**src/sv/tvs_lerp.sv**
```systemverilog
// ----------------------------------------------------------------------------
// tvs_lerp
// Shared blend unit: a*(2^F - f) + b*f computed as (a << F) + (b - a)*f
// with a single signed multiplier.
// ----------------------------------------------------------------------------
`default_nettype none

module tvs_lerp #(
  parameter int POS_FRAC_BITS = 8,
  parameter int OPND_W        = 24
) (
  input  wire logic [OPND_W-1:0]        a,
  input  wire logic [OPND_W-1:0]        b,
  input  wire logic [POS_FRAC_BITS-1:0] f,
  output logic [OPND_W+POS_FRAC_BITS-1:0] y
);

  localparam int P = OPND_W + POS_FRAC_BITS + 2;

  logic signed [OPND_W:0] diff;
  logic signed [P-1:0]    diff_x;
  logic signed [P-1:0]    f_x;
  logic signed [P-1:0]    a_sh;
  logic signed [P-1:0]    prod;
  logic signed [P-1:0]    sum;

  assign diff   = $signed({1'b0, b}) - $signed({1'b0, a});
  assign diff_x = $signed({{(POS_FRAC_BITS+1){diff[OPND_W]}}, diff});
  assign f_x    = $signed({{(OPND_W+2){1'b0}}, f});
  assign a_sh   = $signed({2'b00, a, {POS_FRAC_BITS{1'b0}}});
  assign prod   = diff_x * f_x;
  assign sum    = a_sh + prod;
  assign y      = sum[OPND_W+POS_FRAC_BITS-1:0];

endmodule

`default_nettype wire

```
**config.mk**
```make
export PLATFORM = sky130hd
export DESIGN_NAME = tvs_lerp
export DESIGN_NICKNAME = d
export VERILOG_FILES = /design/src/sv/tvs_lerp.sv
export SDC_FILE = /design/constraint.sdc
export NUM_CORES = 1
export LEC_CHECK = 0
export ABC_AREA = 0
export BUFFER_PORTS_ARGS = -buffer_cell sky130_fd_sc_hd__buf_2
export CAP_MARGIN = 15
export CORE_ASPECT_RATIO = 2
export CORE_MARGIN = 1.5
export CORE_UTILIZATION = 40
export DETAILED_ROUTE_END_ITERATION = 12
export GPL_TIMING_DRIVEN = 1
export PLACE_DENSITY_LB_ADDON = 0.1
export SYNTH_ARGS = -nofsm -noshare
export SYNTH_HDL_FRONTEND = slang
export SYNTH_SLANG_ARGS = --single-unit
```
**constraint.sdc**
```tcl
create_clock -name vclk -period 9.6
set_input_delay 0.96 -clock vclk [all_inputs]
set_output_delay 0.96 -clock vclk [all_outputs]
set_load 0.02 [all_outputs]
```
* Yosys cells after proc, flatten, opt, wreduce, memory -nomap -nowiden
Cells that the tools add are included.
Operators by class: add/subtract/negate cells 2, multiply operators 1
Operators with widths (number):
- 32-bit adder | 1
- 25-bit by 9-bit multiplier with 32-bit output | 1
- 24-bit by 24-bit subtractor with 25-bit output | 1
Word-level totals: output and inout bits 32, register bits after elaboration 0, logic and storage cells 3, input bits 56

* Logic depth before layout (Yosys ltp)
word-level depth 3, gate-level depth with buffers 30, mapped depth without buffers 30

* Worst setup path before layout
OpenSTA, ideal clock, no wires.
kind input -> output, start point input port b[0], end point output port y[31], cell stages on the path 28, path buffers 1, data required time 8.640 ns, arrival 7.573 ns, setup slack 1.067 ns, cell sequence inv_1 > ha_1 > fa_1 > nor2b_1 > o2111ai_1 > a21oi_1 > o21ai_0 > a21oi_1 > o21ai_1 > nor3b_2 > or3b_2 > fa_1 > inv_1 > fa_1 > inv_1 > fa_1 > fa_1 > inv_1 > fa_1 > ha_1 > clkbuf_1 > a21oi_1 > and3b_1 > a221oi_4 > a211oi_2 > o31ai_2 > xnor2_1 > xnor2_1
Between the ends: word-level cells in the longest chain between the ends 3
RTL lines:
- from (decl) | line 13 | input wire logic [OPND_W-1:0] b,
- 24-bit by 24-bit subtractor with 25-bit output | line 27 | assign diff = $signed({1'b0, b}) - $signed({1'b0, a});
- 25-bit by 9-bit multiplier with 32-bit output | line 31 | assign prod = diff_x * f_x;
- 32-bit adder | line 32 | assign sum = a_sh + prod;
- to (decl) | line 15 | output logic [OPND_W+POS_FRAC_BITS-1:0] y
Every way passes these cells.

* Worst setup path in the final report
start point input port a[0], end point output port y[31]
Between the ends: word-level cells in the longest chain between the ends 3
RTL lines:
- from (decl) | line 12 | input wire logic [OPND_W-1:0] a,
- 24-bit by 24-bit subtractor with 25-bit output | line 27
- 25-bit by 9-bit multiplier with 32-bit output | line 31
- 32-bit adder * | line 32
Mark *: on every way between the ends. The rest lies on a longest branch, timed or not.

==> out/metrics.json <==
{
  "run_status": {"value": "finished, final reports clean"},
  "finish.cell_count_without_fillers": {"value": 1370},
  "use_met2": {"value": 0.465},
  "die-area": {"value": 22000, "unit": "sq um"},
  "synth_top_area_share": {"value": 0.415},
  "dpl.cell_count": {"value": 1370},
  "critical_path.startpoint_type": {"value": "input pin"},
  "grt_antenna_before_repair": {"value": 0},
  "grtUsageMet3": {"value": 0.00282},
  "ant_nets": {"value": 0},
  "worst_path_dominant_cell_family": {"value": "adder cells"},
  "synth.largest_area_cell": {"value": "fa_1"},
  "finalWeightedCongestion": {"value": 0.817},
  "crit_fanout": {"value": 8},
  "synth_area_per_cell": {"value": 8.49, "unit": "sq um"},
  "grt_max_degree": {"value": 27},
  "critPathKind": {"value": "input pin to output pin"},
  "max_cap_violations": {"value": 0},
  "synth-seq-area-share": {"value": 0},
  "drt-wirelength-per-cell": {"value": 16.5, "unit": "um"},
  "cts_hold_buffers": {"value": 0},
  "critical_path.most_common_cell": {"value": "fa_1"},
  "flow.area_growth_from_synthesis": {"value": 12.0, "unit": "%"},
  "cp.arrival": {"value": 8.32, "unit": "ns"},
  "drt_drc_violations_left": {"value": 0},
  "place.port_buffers": {"value": 88},
  "cts_post_setup_buffers_inserted": {"value": 0},
  "grt_pass1_wl": {"value": 37000, "unit": "um"},
  "vias_per_cell": {"value": 4.99},
  "nFillCells": {"value": 2216},
  "share_of_cells_above_drive_strength_1": {"value": 0.137},
  "globalRoute.totalOverflow": {"value": 0},
  "clock_buffers": {"value": 0},
  "hold_end": {"value": "y[0]"},
  "synthesis.instances": {"value": 995},
  "netlist_top_cells_count": {"value": "inv_1, fa_1, nand2_1"},
  "hold_critical_path_depth": {"value": 4},
  "global_route.peak_usage_layer": {"value": "met2"},
  "cp-end-kind": {"value": "output pin"},
  "timing.final.hold_violations": {"value": 0},
  "synthesis.yosys.warnings": {"value": 0},
  "seq_cell_count": {"value": 0},
  "initialDrtViolationCount": {"value": 153},
  "diodes": {"value": 0},
  "cp.buffers_inverters": {"value": 6},
  "via_count_of_the_first_global_routing_pass": {"value": 7560},
  "total_area_of_multi_input_combinational_cells": {"value": 7480, "unit": "sq um"},
  "num_rows": {"value": 75},
  "hpwl_dp": {"value": 19800, "unit": "um"},
  "min_period": {"value": 9.28, "unit": "ns"},
  "layout_worst_path_cycle_share": {"value": 0.967},
  "drtPass1Iterations": {"value": 4},
  "netlist_area": {"value": 8440, "unit": "sq um"},
  "mappedNetlistNets": {"value": 1316},
  "groute.layer.met1.usage": {"value": 0.198},
  "worst-slew-pin-transition": {"value": 0.771, "unit": "ns"},
  "num_io_pins": {"value": 88},
  "rsz0062_at_grt": {"value": "yes"},
  "start_util": {"value": 0.405},
  "hold_class": {"value": "input pin to output pin"},
  "wirelength": {"value": 22600, "unit": "um"},
  "ys_top_cells_by_area": {"value": "fa_1, ha_1, inv_1"},
  "core-area": {"value": 20800, "unit": "sq um"},
  "chipHeight": {"value": 208, "unit": "um"},
  "hold_start": {"value": "a[0]"},
  "max_stage_delay": {"value": 0.54, "unit": "ns"},
  "tns": {"value": 0, "unit": "ns"},
  "setup-violations-final": {"value": 0},
  "finalMaxSlewViolations": {"value": 0},
  "cp.required": {"value": 8.64, "unit": "ns"},
  "yosysMostFrequentCell": {"value": "inv_1"},
  "fin_worst_hold_slack": {"value": 2.55, "unit": "ns"},
  "global_routing_usage_summed_across_all_routing_layers": {"value": 0.216},
  "slew_headroom": {"value": 0.485},
  "layout_net_count": {"value": 1424},
  "cp_depth": {"value": 30},
  "fp.dieW": {"value": 106, "unit": "um"},
  "detailroute.via_count": {"value": 6832},
  "synthDistinctLibCells": {"value": 54},
  "critPathSlowestCell": {"value": "fa_1"},
  "max_freq": {"value": 0.108, "unit": "GHz"},
  "seq_area": {"value": 0, "unit": "sq um"}
}
layer usage:
metal  part of all wire  vias up
li1                   -     3249
met5                  0        -
met2               0.61      111
met4              0.060        0
met1               0.31     3425
met3              0.015       47
metrics by stage:
stage | cell area (sq um) | worst slack, ns | util
2_1_floorplan | 8440 | 1.07 | -
3_3_place_gp | 9420 | 0.192 | 0.452
3_5_place_dp | 9420 | 0.0864 | 0.452
4_1_cts | 9420 | 0.0784 | 0.452
5_1_grt | 9450 | -0.0196 | 0.454
6_report | 9450 | 0.321 | 0.454
final cells by class:
type                       count  area share
multi-input combinational    729       0.791
inverter                     248      0.0985
timing repair buffer         124      0.0752
tap                          269      0.0356
cells in the final DEF (no fill, tap or decap), types with 6 or more instances in the layout:
cell / n
buf_2: 88
a21o_1: 19
nand3_1: 13
o21ai_1: 6
buf_4: 36
nand2b_1: 9
nor2b_1: 16
xnor2_1: 38
nand2_1: 127
o21a_1: 6
nor2_1: 18
xor2_1: 13
a31oi_1: 7
ha_1: 90
inv_1: 248
a21oi_1: 29
and3_1: 9
fa_1: 175
and2_1: 72
o21ai_0: 12
kinds of logic (layout without fill, tap and decap cells):
kind of cell             count (synthesis)  after routing  share of synthesized area
buffers and inverters                  266            372                      0.118
AO/OA/AOI/OAI                          120            120                      0.104
AND/OR/NAND/NOR                        292            292                      0.175
XOR/XNOR                                52             52                     0.0548
adder cells (fa/ha/maj)                265            265                      0.548
worst max path at each step:
stage	startpoint	to	slack, ns
4_1_cts	a[0]	y[31]	0.08
3_3_place_gp	a[0]	y[31]	0.19
2_1_floorplan	b[0]	y[31]	1.07
5_1_grt	a[0]	y[31]	-0.02
6_report	a[0]	y[31]	0.32
3_5_place_dp	a[0]	y[31]	0.09
timing repair:
action                                  in CTS  in global routing
resized for setup                            0                  7
endpoints found under the setup margin       0                  6
endpoints found under the hold margin        0                  0
Power is not shown: default switching activity piles up to over one toggle a cycle in this logic, so the estimate is an artifact.
