--- config.mk ---
export PLATFORM = sky130hd
export DESIGN_NAME = tvs_split
export DESIGN_NICKNAME = d
export VERILOG_FILES = /design/src/sv/tvs_pkg.sv /design/src/sv/tvs_split.sv
export SDC_FILE = /design/constraint.sdc
export NUM_CORES = 1
export LEC_CHECK = 0
export BUFFER_PORTS_ARGS = -buffer_cell sky130_fd_sc_hd__buf_4
export CAP_MARGIN = 10
export CORE_UTILIZATION = 58
export DETAILED_ROUTE_END_ITERATION = 16
export PLACE_DENSITY = 0.91
export SYNTH_ARGS = -nofsm -noshare
export SYNTH_HDL_FRONTEND = slang
export SYNTH_SLANG_ARGS = --single-unit
--- constraint.sdc ---
create_clock -name vclk -period 10.3
set_input_delay 0.515 -clock vclk [all_inputs]
set_output_delay 0.515 -clock vclk [all_outputs]
set_load 0.005 [all_outputs]
--- src/sv/tvs_pkg.sv ---
// ----------------------------------------------------------------------------
// tvs_pkg
// Shared constants for the trilinear voxel sampler: field widths, stream
// packing, command and register codes.
// ----------------------------------------------------------------------------
`default_nettype none

package tvs_pkg;

  localparam int VOX_W    = 8;
  localparam int ADDR_W   = 15;
  localparam int POS_W    = 16;
  localparam int CRD_W    = 6;
  localparam int EXT_W    = 6;
  localparam int SAMPLE_W = 16;

  localparam int IN_DATA_W  = 72;
  localparam int OUT_DATA_W = 16;

  localparam int IDX_LSB  = 0;
  localparam int VAL_LSB  = IDX_LSB + ADDR_W;
  localparam int POSX_LSB = VAL_LSB + VOX_W;
  localparam int POSY_LSB = POSX_LSB + POS_W;
  localparam int POSZ_LSB = POSY_LSB + POS_W;

  localparam int CFG_ADDR_W = 4;
  localparam int CFG_DATA_W = 32;

  localparam logic CMD_LOAD   = 1'b0;
  localparam logic CMD_SAMPLE = 1'b1;

  localparam logic [1:0] REG_EXTENT_X = 2'd0;
  localparam logic [1:0] REG_EXTENT_Y = 2'd1;
  localparam logic [1:0] REG_EXTENT_Z = 2'd2;

  localparam logic [EXT_W-1:0] EXTENT_RST = 6'd32;

endpackage

`default_nettype wire

--- src/sv/tvs_split.sv ---
// ----------------------------------------------------------------------------
// tvs_split
// Splits one fixed-point position into clamped lower/upper corner
// coordinates and the blend fraction, after the half-voxel offset.
// ----------------------------------------------------------------------------
`default_nettype none

module tvs_split #(
  parameter int POS_FRAC_BITS = 8
) (
  input  wire logic signed [tvs_pkg::POS_W-1:0] pos,
  input  wire logic [tvs_pkg::EXT_W-1:0]        ext,
  output logic [tvs_pkg::CRD_W-1:0]             lo,
  output logic [tvs_pkg::CRD_W-1:0]             hi,
  output logic [POS_FRAC_BITS-1:0]              frac
);

  localparam int HALF = 1 << (POS_FRAC_BITS - 1);

  logic signed [16:0] v;
  logic signed [16:0] fl;
  logic signed [17:0] fl0;
  logic signed [17:0] fl1;

  function automatic logic [tvs_pkg::CRD_W-1:0] clamp_c(
    input logic signed [17:0]       c,
    input logic [tvs_pkg::EXT_W-1:0] e
  );
    logic signed [17:0] top;
    top = $signed({12'b0, e}) - 18'sd1;
    if (c < 18'sd0) begin
      return '0;
    end else if (c > top) begin
      return top[tvs_pkg::CRD_W-1:0];
    end else begin
      return c[tvs_pkg::CRD_W-1:0];
    end
  endfunction

  assign v    = $signed({pos[tvs_pkg::POS_W-1], pos}) - $signed(17'(HALF));
  assign fl   = v >>> POS_FRAC_BITS;
  assign fl0  = $signed({fl[16], fl});
  assign fl1  = fl0 + 18'sd1;
  assign frac = v[POS_FRAC_BITS-1:0];
  assign lo   = clamp_c(fl0, ext);
  assign hi   = clamp_c(fl1, ext);

endmodule

`default_nettype wire

# Yosys cells after proc, flatten, opt, wreduce, memory -nomap -nowiden
# Cells that the tools add are included.
dict set report totals {
  regBits 0
  inputBits 22
  out_inout_bits 20
  elab_cells 11
}
dict set report classes {
  n_addsub 3
  magnitude_cmp 4
  mux 4
}
# cell count
set ops {}
lappend ops {{$mux 6} 4}
lappend ops {{$sub 16x9->17 const B} 1}
lappend ops {{$add 9x2->10 const B} 1}
lappend ops {{$gt 10x7->1} 1}
lappend ops {{$lt 10x1->1 const B} 1}
lappend ops {{$gt 9x7->1} 1}
lappend ops {{$lt 9x1->1 const B} 1}
lappend ops {{$sub 6x1->7 const B} 1}

# Logic depth before layout (Yosys ltp)
# Gate-level depths: netlist (run 1).
dict set report logic_depth {
  word_depth 5
  depth_mapped 14
  mapped_depth_nobuf 14
}

# Least setup slack after synthesis (run 1)
# Ideal clock, no wire load.
dict set report synth_timing {
  path_kind {input-to-output}
  startpoint {in pos[7] (netlist bit)}
  endpoint {out hi[2] (netlist bit)}
  arrival_time_ns 3.548
  required_time_ns 9.785
  path_slack_ns 6.237
  cell_stages 14
  n_path_buf 0
  cell_sequence {inv_1 > ha_1 > inv_1 > and4_1 > o22ai_2 > o21ai_1 > a22oi_2 > ha_1 > a21oi_1 > o21ai_0 > a2111oi_0 > a311oi_4 > mux2i_1 > nor2_1}
}
dict set report synth_between {
  elab_chain_len 5
  word_cells_on_any_way 6
  cone_classes {add/sub (2); order compare (2); mux (2)}
}
# element line_no
set synth_rtl {}
lappend synth_rtl {{from (decl)} tvs_split.sv:11} ;# input wire logic signed [tvs_pkg::POS_W-1:0] pos,
lappend synth_rtl {{$sub 16x9->17 (*)} tvs_split.sv:40} ;# assign v = $signed({pos[tvs_pkg::POS_W-1], pos}) - $signed(17'(HALF));
lappend synth_rtl {{$add 9x2->10 (*)} tvs_split.sv:43} ;# assign fl1 = fl0 + 18'sd1;
lappend synth_rtl {{$gt 10x7->1} tvs_split.sv:33} ;# end else if (c > top) begin
lappend synth_rtl {{$mux 6} tvs_split.sv:33}
lappend synth_rtl {{$mux 6 (*)} tvs_split.sv:31} ;# if (c < 18'sd0) begin
lappend synth_rtl {{to (decl)} tvs_split.sv:14} ;# output logic [tvs_pkg::CRD_W-1:0] hi,
# Mark *: on every way between the ends. The rest lies on a longest branch, timed or not.

# Worst setup path after layout (run 1)
dict set report layout_timing {
  startpoint {in pos[7] (netlist bit)}
  endpoint {out hi[5] (netlist bit)}
}
# The elaborated chain is that of the path after synthesis.

==> results of run 1 <==
-- layout make-up --
cell class | count | area (sq um) | share of cell area, %
well taps | 27 | 33.78 | 2.468
repair buffers | 28 | 210.2 | 15.36
multi-input cells | 131 | 1076 | 78.61
inverters | 13 | 48.80 | 3.565
-- through the flow --
stage	utilization, %	hold slack, ps	instances	instance area [sq um]	setup slack [ps]
6_report	70.49	1030	199	1369	5440
5_1_grt	70.49	1030	199	1369	5249
4_1_cts	70.49	1030	199	1369	5537
3_5_place_dp	70.49	1030	199	1369	5541
3_3_place_gp	70.49	1030	199	1369	5789
2_1_floorplan	-	1067	154	1189	6237
-- layout by cell type, fill, tap and decap left out, types with 2 or more instances in the layout --
cell type | netlist | final
nand4_1 | 3 | 3
buf_4 | 7 | 28
ha_1 | 23 | 23
nand3b_1 | 2 | 2
xnor2_1 | 7 | 7
or3_1 | 3 | 3
mux2i_1 | 4 | 4
nor2_1 | 18 | 18
nand2_1 | 9 | 9
o21a_1 | 3 | 3
xnor2_2 | 2 | 2
o21ai_1 | 3 | 3
o21ai_0 | 2 | 2
a21oi_1 | 6 | 6
inv_1 | 13 | 13
nor3_1 | 3 | 3
a211oi_2 | 3 | 3
a211oi_1 | 8 | 8
nand3_1 | 3 | 3
xor2_1 | 7 | 7
-- cells by family (layout without fill, tap and decap cells) --
kind of cell,count (synthesis),after routing,synth area share (%)
xor gates and xnor gates,16,16,13.05
adders and majority gates,23,23,24.21
AOI/OAI and AO/OA,38,38,28.00
and+or+nand+nor,50,50,21.89
muxes,4,4,3.369
buffers and inverters,23,41,9.474
-- power groups by stage --
stage / combinational, mW / clock (mW) / sequential [mW]
floorplan: 0.0507 / 0 / 0
global placement: 0.0718 / 0 / 0
detailed placement: 0.0756 / 0 / 0
CTS: 0.0760 / 0 / 0
global route: 0.0844 / 0 / 0
finish: 0.0768 / 0 / 0
-- worst max-delay path, stage by stage --
cell	delay, ps
buf_4	110
inv_1	60
ha_1	410
inv_1	150
and4_1	250
o22ai_2	260
o21ai_1	110
a22oi_2	440
ha_1	280
nand4_1	180
a211oi_1	280
a2111oi_0	170
a311oi_4	590
nor2_1	130
a211oi_2	260
buf_4	150
-- worst paths after layout --
| check | startpoint | endpoint |
|---|---|---|
| min | pos[0] | frac[0] |
| max | pos[7] | hi[5] |
-- metal layers --
layer	vias up	GRT usage [%]
met1	561	34.83
met4	0	4.000
met2	33	56.71
li1	605	-
met5	-	0
met3	0	0.7692
==> impl_metrics.py, run 1 <==
metrics = {
    "sta": {
        "period_minus_slack_ps": 4860,
        "period_share_pct": 47.18,
        "rsz0062_at_grt": "false",
        "hold_viol": 0,
        "finalSetupTns_ps": 0,
        "setup_viol": 0,
        "relSlewSlack_pct": 44.93,
        "clock.fmax_mhz": 205.8,
        "tightest_slew_ps": 826.0,
        "slew_violations": 0,
    },
    "route": {
        "wl_met3_microns": 78,
        "first_pass_iters": 4,
        "wl_per_cell_microns": 15.11,
        "dr_total_vias": 1199,
        "first_iter_violations": 28,
        "route.layer.met1.wl_mm": 1.330,
        "via_per_inst": 6.025,
        "drc_errors": 0,
        "top_layer": "met3",
        "route.met2.wl_mm": 1.598,
        "wl_mm": 3.007,
        "antenna_left": 0,
    },
    "placed_design": {
        "gp_congestion": 0.8707,
        "dp_hpwl_mm": 2.629,
        "port-buffer-count": 28,
    },
    "floorplan": {
        "die_w_microns": 47.27,
        "fp.dieH_microns": 47.27,
        "rows": 16,
        "dieArea_sq_um": 2234,
        "core_area_sq_um": 1942,
        "initial_core_util_pct": 61.21,
        "ios": 42,
    },
    "global_route": {
        "grt-ovfl-total": 0,
        "grt_max_degree": 13,
        "grt_pass1_wl_mm": 4.740,
        "grt_pass1_vias": 1130,
        "antenna_found_initial": 0,
        "grt_usage_pct": 28.87,
    },
    "power": {
        "cellLeakagePower_nw": 0.6406,
        "power_density_nw_per_um2": 56.11,
        "pwr-share-clk_pct": 0,
        "power_uw": 76.80,
        "pwr-share-comb_pct": 100.0,
        "intPower_uw": 34.69,
        "swShare_pct": 54.83,
        "power_frac_seq_pct": 0,
        "peakVddDrop_uv": 34.79,
        "power.switching_uw": 42.11,
    },
    "logic_synthesis": {
        "avgSynthCellArea_sq_um": 7.718,
        "yosysUniqueCellTypes": 43,
        "synth_top_cell_by_area": "ha_1",
        "synth_commonest_cells": "ha_1 (23), nor2_1 (18), inv_1 (13)",
        "syn_nets": 199,
        "synth_area_sq_um": 1189,
        "yosysTopAreaCellShare_pct": 24.21,
        "synth_most_common_cell": "ha_1",
        "synthCells": 154,
        "yosys-top-cells-area": "ha_1 (24%), nor2_1 (5.7%), xnor2_1 (5.2%)",
        "yosys_warnings": 0,
        "synth-seq-area-share_pct": 0,
    },
    "worst_setup_path": {
        "cp-start-kind": "input pin",
        "worstPathRequired_ps": 9790,
        "end_kind": "output port",
        "path_class": "input pin to output port",
        "crit_arrival_ps": 4340,
        "path_max_fanout": 9,
    },
    "hold_path": {
        "min_path_type": "input pin to output port",
        "hold_path_depth": 0,
    },
    "layout": {
        "flops_and_latches": 0,
        "seq_area_sq_um": 0,
        "fillers": 163,
        "area_delta_synth_final_pct": 15.16,
        "num_antenna_cells": 0,
        "drive_gt1_share_pct": 23.84,
        "nClkBuffers": 0,
        "fin_nets": 219,
    },
    "clock_network": {
        "cts_setup_buffers": 0,
        "cts.repair.resized": 0,
        "cts_hold_buf": 0,
    },
    "status": {
        "status": "finished clean",
    },
    "run": {
        "cap_violations": 0,
    },
}
Power figures use the tool's default switching activity.
==> run 2: changes to the inputs <==
Settings changed: CORE_UTILIZATION 58 to 48, PLACE_DENSITY 0.91 to 0.8.
Clock period 10.3 ns to 4.05 ns, I/O delays scaled along.
==> impl_metrics.py, run 2 (synthesized netlist as in run 1, its figures left out) <==
metrics = {
    "layout": {
        "nClkBuffers": 0,
        "area_delta_synth_final_pct": 22.11,
        "fin_nets": 229,
        "flops_and_latches": 0,
        "seq_area_sq_um": 0,
        "fillers": 198,
        "final_cell_mix": "buf_4 (38), ha_1 (23), nor2_1 (18)",
        "drive_gt1_share_pct": 28.57,
        "stdcell_area_sq_um": 1451,
        "num_antenna_cells": 0,
        "layout_commonest_cell": "buf_4",
    },
    "power": {
        "peakVddDrop_uv": 99.20,
        "cellLeakagePower_nw": 0.6892,
        "power_density_nw_per_um2": 144.5,
    },
    "placed_design": {
        "port-buffer-count": 28,
        "gp_congestion": 0.8856,
        "dp_hpwl_mm": 2.629,
        "place_area_sq_um": 1423,
        "place_ws_ps": 58.73,
    },
    "hold_path": {
        "holdCritStartpoint": "pos[1]",
        "hold_path_depth": 0,
        "whs_endpoint": "frac[1]",
        "min_path_type": "input pin to output port",
    },
    "sta": {
        "tightest_slew_ps": 485.9,
        "relSlewSlack_pct": 67.37,
        "finalSetupTns_ps": 0,
        "clock.fmax_mhz": 263.0,
        "hold_viol": 0,
        "rsz0062_at_grt": "false",
        "whs_ps": 405.0,
        "period_minus_slack_ps": 3803,
        "timing.final.ws_setup_ps": 247.2,
        "period_share_pct": 93.90,
        "setup_viol": 0,
        "slew_violations": 0,
    },
    "worst_setup_path": {
        "worstPathRequired_ps": 3850,
        "cp-startpoint": "pos[7]",
        "cp-start-kind": "input pin",
        "crit_arrival_ps": 3600,
        "path_class": "input pin to output port",
        "end_kind": "output port",
        "path_max_fanout": 6,
    },
    "floorplan": {
        "rows": 17,
        "initial_core_util_pct": 52.23,
        "fp.dieH_microns": 51.76,
        "dieArea_sq_um": 2679,
        "die_w_microns": 51.76,
        "ios": 42,
        "core_area_sq_um": 2276,
    },
    "global_route": {
        "grt_use_met1_pct": 29.69,
        "grt_usage_pct": 24.51,
        "grt_max_degree": 11,
        "grt_pass1_vias": 1130,
        "gr-max-usage-layer": "met2",
        "grt-ovfl-total": 0,
        "antenna_found_initial": 0,
        "grt_use_met2_pct": 49.35,
        "grt_use_met3_pct": 0.2924,
        "grt_pass1_wl_mm": 5.092,
    },
    "route": {
        "wl_per_cell_microns": 14.61,
        "first_pass_iters": 4,
        "via_per_inst": 5.790,
        "wl_mm": 3.068,
        "first_iter_violations": 12,
        "dr_total_vias": 1216,
        "antenna_left": 0,
        "drc_errors": 0,
    },
    "run": {
        "cap_violations": 0,
    },
    "status": {
        "status": "finished clean",
    },
    "clock_network": {
        "cts_hold_buf": 0,
    },
}
==> run 2: cell types whose count changed in the layout (fill, tap and decap cells not counted) <==
cell	delta
a2111oi_0	-1
buf_4	+10
a2111oi_2	+1
==> run 2: how the worst max path moves through the flow <==
stage	to	slack, ps	depth (start not counted)
6_report	hi[3]	250	17
5_1_grt	hi[3]	0.6	17
4_1_cts	hi[1]	40	16
3_5_place_dp	hi[1]	60	16
3_3_place_gp	hi[5]	290	16
2_1_floorplan	hi[2]	610	14
==> run 2: report_power, final <==
group,internal [mW],leakage (nW),switching (mW)
combinational,0.101,0.689,0.109
clock,0,0,0
sequential,0,0,0
total,0.101,0.689,0.109
==> run 2: routing by layer <==
metal | vias up | part of all wire [%]
met5 | - | 0
met4 | 0 | 0.75
met3 | 3 | 2.1
met2 | 22 | 54
met1 | 570 | 43
li1 | 621 | -
==> run 2: cell type report <==
type | instances | area [sq um] | share of cell area (%)
Inverter | 13 | 48.80 | 3.362
Multi-Input combinational cell | 131 | 1082 | 74.57
Timing Repair Buffer | 38 | 285.3 | 19.66
Tap cell | 28 | 35.03 | 2.414
==> run 2: critical path, cell delays in order <==
cell and delay (ps):
buf_4 130, inv_1 70, ha_1 200, nor3b_2 320, nand2_1 240, xnor2_2 340
nand3b_1 140, xnor2_1 140, ha_1 310, nand4_1 150, a211oi_1 380, a2111oi_2 130
a311oi_4 250, buf_4 200, mux2i_1 200, nor2_1 60, buf_4 130
==> run 2: through the flow <==
step | total power, mW | util (%) | cells
finish | 0.2097 | 63.77 | 210
detailed placement | 0.2002 | 62.51 | 207
CTS | 0.2015 | 62.51 | 207
floorplan | 0.1290 | - | 154
global placement | 0.1914 | 62.51 | 207
global route | 0.2306 | 63.77 | 210
==> run 2: repair_timing <==
action                     CTS  global route
buffers inserted             0             3
setup endpoints to repair    0             6
gates resized for setup      0             2
